## src/hdl/pcc_pkg.sv

```systemverilog
// Shared types, constants and codes for the Pearson correlation core.
package pcc_pkg;

    localparam int SAMPLE_W         = 16;
    localparam int MAX_SAMPLES_DEF  = 65536;
    localparam int SAMPLE_WIDTH_DEF = 16;
    localparam int CNT_W            = 17;
    localparam int SUM_W            = 33;
    localparam int SQ_W             = 47;
    localparam int XP_W             = 48;
    localparam int WIDE_W           = 64;
    localparam int PROD_W           = 128;
    localparam int QUO_W            = 33;
    localparam int ROOT_W           = 34;
    localparam int CORR_W           = 16;

    typedef struct packed {
        logic signed [SAMPLE_W-1:0] x_value;
        logic signed [SAMPLE_W-1:0] y_value;
        logic                       last_sample;
    } in_word_t;

    typedef struct packed {
        logic signed [CORR_W-1:0] corr_value;
        logic [1:0]               status;
    } out_word_t;

    typedef enum logic [1:0] {
        STAT_OK   = 2'd0,
        STAT_FEW  = 2'd1,
        STAT_FLAT = 2'd2,
        STAT_OVER = 2'd3
    } stat_t;

    // Product sequence of the finish phase
    typedef enum logic [2:0] {
        SEL_NXX  = 3'd0,
        SEL_SXSX = 3'd1,
        SEL_NYY  = 3'd2,
        SEL_SYSY = 3'd3,
        SEL_NXY  = 3'd4,
        SEL_SXSY = 3'd5,
        SEL_P    = 3'd6,
        SEL_SS   = 3'd7
    } mul_sel_t;

    typedef enum logic [3:0] {
        S_ACCUM,
        S_DRAIN,
        S_CHECK,
        S_MUL,
        S_SAVE,
        S_ZCHK,
        S_DIV,
        S_SQRT,
        S_OUT
    } state_t;

    typedef struct packed {
        logic     accept;
        logic     clear;
        logic     mul_start;
        mul_sel_t mul_sel;
        logic     save;
        mul_sel_t save_sel;
        logic     div_start;
        logic     sqrt_start;
        logic     set_result;
        stat_t    result_code;
    } cmd_t;

    typedef struct packed {
        logic pipe_busy;
        logic overflow;
        logic few;
        logic flat;
        logic mul_busy;
        logic mul_done;
        logic div_done;
        logic sqrt_done;
    } sts_t;

endpackage

```

## src/hdl/pcc_ctrl.sv

```systemverilog
// Controller state machine: intake, finish sequencing and result handoff.
module pcc_ctrl (
    input  logic          clk,
    input  logic          rst_n,
    input  logic          in_valid,
    input  logic          in_last,
    output logic          in_ready,
    output logic          out_valid,
    input  logic          out_ready,
    input  pcc_pkg::sts_t sts,
    output pcc_pkg::cmd_t cmd
);

    pcc_pkg::state_t   state_reg, state_next;
    pcc_pkg::mul_sel_t sel_reg, sel_next;

    always_ff @(posedge clk or negedge rst_n)
    begin
        if (!rst_n)
        begin
            state_reg <= pcc_pkg::S_ACCUM;
            sel_reg   <= pcc_pkg::SEL_NXX;
        end
        else
        begin
            state_reg <= state_next;
            sel_reg   <= sel_next;
        end
    end

    always_comb
    begin
        state_next      = state_reg;
        sel_next        = sel_reg;
        in_ready        = 1'b0;
        out_valid       = 1'b0;
        cmd             = '0;
        cmd.save_sel    = sel_reg;
        cmd.result_code = pcc_pkg::STAT_OK;
        unique case (state_reg)
            pcc_pkg::S_ACCUM:
            begin
                in_ready   = 1'b1;
                cmd.accept = in_valid;
                if (in_valid && in_last)
                    state_next = pcc_pkg::S_DRAIN;
            end
            pcc_pkg::S_DRAIN:
            begin
                if (!sts.pipe_busy)
                    state_next = pcc_pkg::S_CHECK;
            end
            pcc_pkg::S_CHECK:
            begin
                if (sts.overflow)
                begin
                    cmd.set_result  = 1'b1;
                    cmd.result_code = pcc_pkg::STAT_OVER;
                    state_next      = pcc_pkg::S_OUT;
                end
                else if (sts.few)
                begin
                    cmd.set_result  = 1'b1;
                    cmd.result_code = pcc_pkg::STAT_FEW;
                    state_next      = pcc_pkg::S_OUT;
                end
                else
                begin
                    sel_next      = pcc_pkg::SEL_NXX;
                    cmd.mul_start = 1'b1;
                    state_next    = pcc_pkg::S_MUL;
                end
            end
            pcc_pkg::S_MUL:
            begin
                if (sts.mul_done)
                    state_next = pcc_pkg::S_SAVE;
            end
            pcc_pkg::S_SAVE:
            begin
                cmd.save = 1'b1;
                if (sel_reg == pcc_pkg::SEL_SYSY)
                begin
                    state_next = pcc_pkg::S_ZCHK;
                end
                else if (sel_reg == pcc_pkg::SEL_SS)
                begin
                    cmd.div_start = 1'b1;
                    state_next    = pcc_pkg::S_DIV;
                end
                else
                begin
                    sel_next      = pcc_pkg::mul_sel_t'(sel_reg + 3'd1);
                    cmd.mul_start = 1'b1;
                    state_next    = pcc_pkg::S_MUL;
                end
            end
            pcc_pkg::S_ZCHK:
            begin
                if (sts.flat)
                begin
                    cmd.set_result  = 1'b1;
                    cmd.result_code = pcc_pkg::STAT_FLAT;
                    state_next      = pcc_pkg::S_OUT;
                end
                else
                begin
                    sel_next      = pcc_pkg::SEL_NXY;
                    cmd.mul_start = 1'b1;
                    state_next    = pcc_pkg::S_MUL;
                end
            end
            pcc_pkg::S_DIV:
            begin
                if (sts.div_done)
                begin
                    cmd.sqrt_start = 1'b1;
                    state_next     = pcc_pkg::S_SQRT;
                end
            end
            pcc_pkg::S_SQRT:
            begin
                if (sts.sqrt_done)
                begin
                    cmd.set_result  = 1'b1;
                    cmd.result_code = pcc_pkg::STAT_OK;
                    state_next      = pcc_pkg::S_OUT;
                end
            end
            pcc_pkg::S_OUT:
            begin
                out_valid = 1'b1;
                if (out_ready)
                begin
                    cmd.clear  = 1'b1;
                    state_next = pcc_pkg::S_ACCUM;
                end
            end
            default:
            begin
                state_next = pcc_pkg::S_ACCUM;
            end
        endcase
        cmd.mul_sel = sel_next;
    end

`ifndef SYNTHESIS
    a_out_held: assert property (@(posedge clk) disable iff (!rst_n)
        (state_reg == pcc_pkg::S_OUT && !out_ready) |=> (state_reg == pcc_pkg::S_OUT))
        else $error("result word dropped before it was taken");

    a_mul_idle: assert property (@(posedge clk) disable iff (!rst_n)
        cmd.mul_start |-> !sts.mul_busy)
        else $error("multiplier restarted while busy");

    a_drained: assert property (@(posedge clk) disable iff (!rst_n)
        (state_reg == pcc_pkg::S_CHECK) |-> !sts.pipe_busy)
        else $error("finish began with accumulation still in flight");
`endif

endmodule

```

## config.mk

```make
export PLATFORM = sky130hd
export DESIGN_NAME = pcc_ctrl
export DESIGN_NICKNAME = d
export VERILOG_FILES = /design/src/hdl/pcc_pkg.sv /design/src/hdl/pcc_ctrl.sv
export SDC_FILE = /design/constraint.sdc
export NUM_CORES = 1
export LEC_CHECK = 0
export ABC_AREA = 1
export ABC_CLOCK_PERIOD_IN_PS = 2900
export BUFFER_PORTS_ARGS = -buffer_cell sky130_fd_sc_hd__buf_2
export CAP_MARGIN = 10
export CELL_PAD_IN_SITES_DETAIL_PLACEMENT = 0
export CELL_PAD_IN_SITES_GLOBAL_PLACEMENT = 1
export CORE_UTILIZATION = 31
export DETAILED_ROUTE_END_ITERATION = 8
export GPL_TIMING_DRIVEN = 0
export PLACE_DENSITY = 0.79
export SLEW_MARGIN = 25
export SYNTH_ARGS = -nofsm -noshare
export SYNTH_HDL_FRONTEND = slang
export SYNTH_SLANG_ARGS = --single-unit
export TNS_END_PERCENT = 20
```

## constraint.sdc

```tcl
create_clock -name clk -period 2.9 [get_ports clk]
set_clock_uncertainty 0.1 [all_clocks]
set_input_delay 0.58 -clock clk [delete_from_list [all_inputs] [get_ports clk]]
set_output_delay 0.58 -clock clk [all_outputs]
set_load 0.005 [all_outputs]
```

==> impl_metrics.toml <==
[finish]
post-route-util = 0.4528
drive_gt1_frac = 0.3657
nets = 148
final_common_cell = "nand2_1"
largest_register_ff_count = 4
fillers = 206
diodes = 0
areaGrowthSynthToFinish_pct = 31.98
most-common-layout-cells = "29 x nand2_1, 28 x buf_2, 15 x nand3_1, 13 x nor2_1, 12 x inv_1"

[worst_setup_path]
arrival_ns = 1.56
crit_fanout = 6
cp.required_ns = 2.22
cp-end-kind = "output pin"
critPathKind = "reg -> out"
critPathLaunchType = "flip-flop"

[clock_network]
cts_setup_buffers = 0
cts.sinks = 7
htree_levels = 1
root_buffer = "clkbuf_4"
holdBufCountCts = 0
post_cts_resize_count = 0
clk_latency_ns = 0.24
cts_tree = "done"
clockBufferDepth = 2
numCtsBuffers = 3
path_clk_slew_ns = 0.05

[timing]
max_freq_ghz = 0.4474
slew_violations = 0
rsz0062_at_grt = "no"
post-route-period-util = 0.7708
finalSetupViolations = 0
setup_slack_ns = 0.6647
hold_violations = 0
tightest_slew_ns = 0.2566
fin_crit_ns = 2.235
tns_ns = 0
max_slew_margin = 0.8274

[die]
start_util = 0.3431
die_width_um = 46.65
rows = 15
coreArea_um2 = 1802
die_y_um = 46.65
die_area_um2 = 2176
io_pins = 30

[grt]
busiest_layer = "met2"
antenna_found_initial = 0
use_met2 = 0.2111
met1_usage = 0.1924
first_global_vias = 537
use_met3 = 0.02353
globalRouteOverflowTotal = 0
grt_max_degree = 10
grt_pass1_wl_um = 2139
grtUsageTotal = 0.1429

[flow_run]
drv_cap = 0

[placed_design]
io_buffers = 28
place_ws_ns = 0.9069
gp_congestion = 0.7336
hpwlAfterDp_um = 1247

[synth]
synth_seq_cells = 7
synth_area_um2 = 618.1
seq_area_frac_synth = 0.2834
syn_area_per_cell_um2 = 6.060
synth_fp_nets = 115
synth_warnings = 0
ys_types = 15
synth_cells = 102

[pwr]
ir_drop_mv = 0.5696
power_density_nw_per_um2 = 935.6
leakage_uw = 0.0005385

[detailed_routing]
ant_nets = 0
vias = 699
drc = 0
drtIter0Drc = 10
wire_per_inst_um = 9.006
via_per_inst = 4.396
drt_pass1_iterations = 4
routed_wl_um = 1432

[worst_hold_path]
min_path_type = "in -> async"

[run_status]
outcome = "finished, final reports clean"
-- cell usage after synthesis --
cell	number	area share
nand2_2	2	0.020
o21ai_0	4	0.032
nor2_4	4	0.073
o21a_1	1	0.012
nand3_1	15	0.12
nand2_1	29	0.18
or2_4	1	0.014
a21boi_0	1	0.012
dfrtp_1	7	0.28
nand3b_1	1	0.012
nor2_1	13	0.079
a21o_1	1	0.012
inv_1	12	0.073
nor2_2	3	0.030
inv_2	8	0.049
-- final timing paths --
kind,start,endpoint,slack (ns),cells after the start
max in group asynchronous,rst_n,state_reg[3]$_DFFE_PN0P_,2.49,1
worst min-delay path,rst_n,sel_reg[1]$_DFF_PN0_,0.05,1
worst min register to register,sel_reg[0]$_DFF_PN0_,sel_reg[0]$_DFF_PN0_,0.46,1
worst max register to register,state_reg[1]$_DFFE_PN0P_,state_reg[2]$_DFFE_PN0P_,1.50,7
worst max-delay path,state_reg[1]$_DFFE_PN0P_,cmd[9],0.66,7
min in group clk,sel_reg[0]$_DFF_PN0_,sel_reg[0]$_DFF_PN0_,0.46,1
-- stage by stage --
step                power, µW  area, µm²  hold WS, ns  instances
floorplan               533.7      618.1       0.1844        102
global placement        688.5      789.5       0.3190        155
detailed placement      688.4      789.5       0.3193        155
CTS                     777.3      815.8      0.05211        159
global route            850.0      815.8      0.05153        159
finish                  763.2      815.8      0.05498        159
-- where the power goes --
| group | total, µW | switching (µW) | internal [µW] |
|---|---|---|---|
| clock | 84.2 | 31.9 | 52.2 |
| sequential | 201 | 60.2 | 141 |
| combinational | 478 | 284 | 194 |
| total | 763 | 376 | 387 |
-- cell families (layout without fill, tap and decap cells) --
family | Yosys count | count (layout) | share of synthesized area
AOI/OAI and AO/OA | 7 | 7 | 0.06884
DFF | 7 | 7 | 0.2834
buffers and inverters | 20 | 52 | 0.1215
and+or+nand+nor | 68 | 68 | 0.5263
-- area by class of cell --
| cell class | count | area (µm²) | area share |
|---|---|---|---|
| flip-flops and latches | 7 | 175.2 | 0.2147 |
| repair buffers | 28 | 140.1 | 0.1718 |
| multi-input cells | 75 | 367.9 | 0.4509 |
| inverters | 20 | 75.07 | 0.09202 |
| clock buffers | 4 | 26.28 | 0.03221 |
| well taps | 25 | 31.28 | 0.03834 |
-- critical path, stage by stage, from the launching register on --
cell	delay, ns
dfrtp_1	0.45
nor2_2	0.26
inv_1	0.08
nor2_2	0.13
o21ai_0	0.09
o21ai_0	0.08
a21o_1	0.12
buf_2	0.11
-- per-layer routing --
metal,share of wire,vias to the layer above,wire length [µm]
met2,0.44,16,629
li1,-,379,-
met4,0.0084,0,12
met3,0.045,2,64
met5,0,-,0
met1,0.51,302,724
Power figures use the tool's default switching activity.
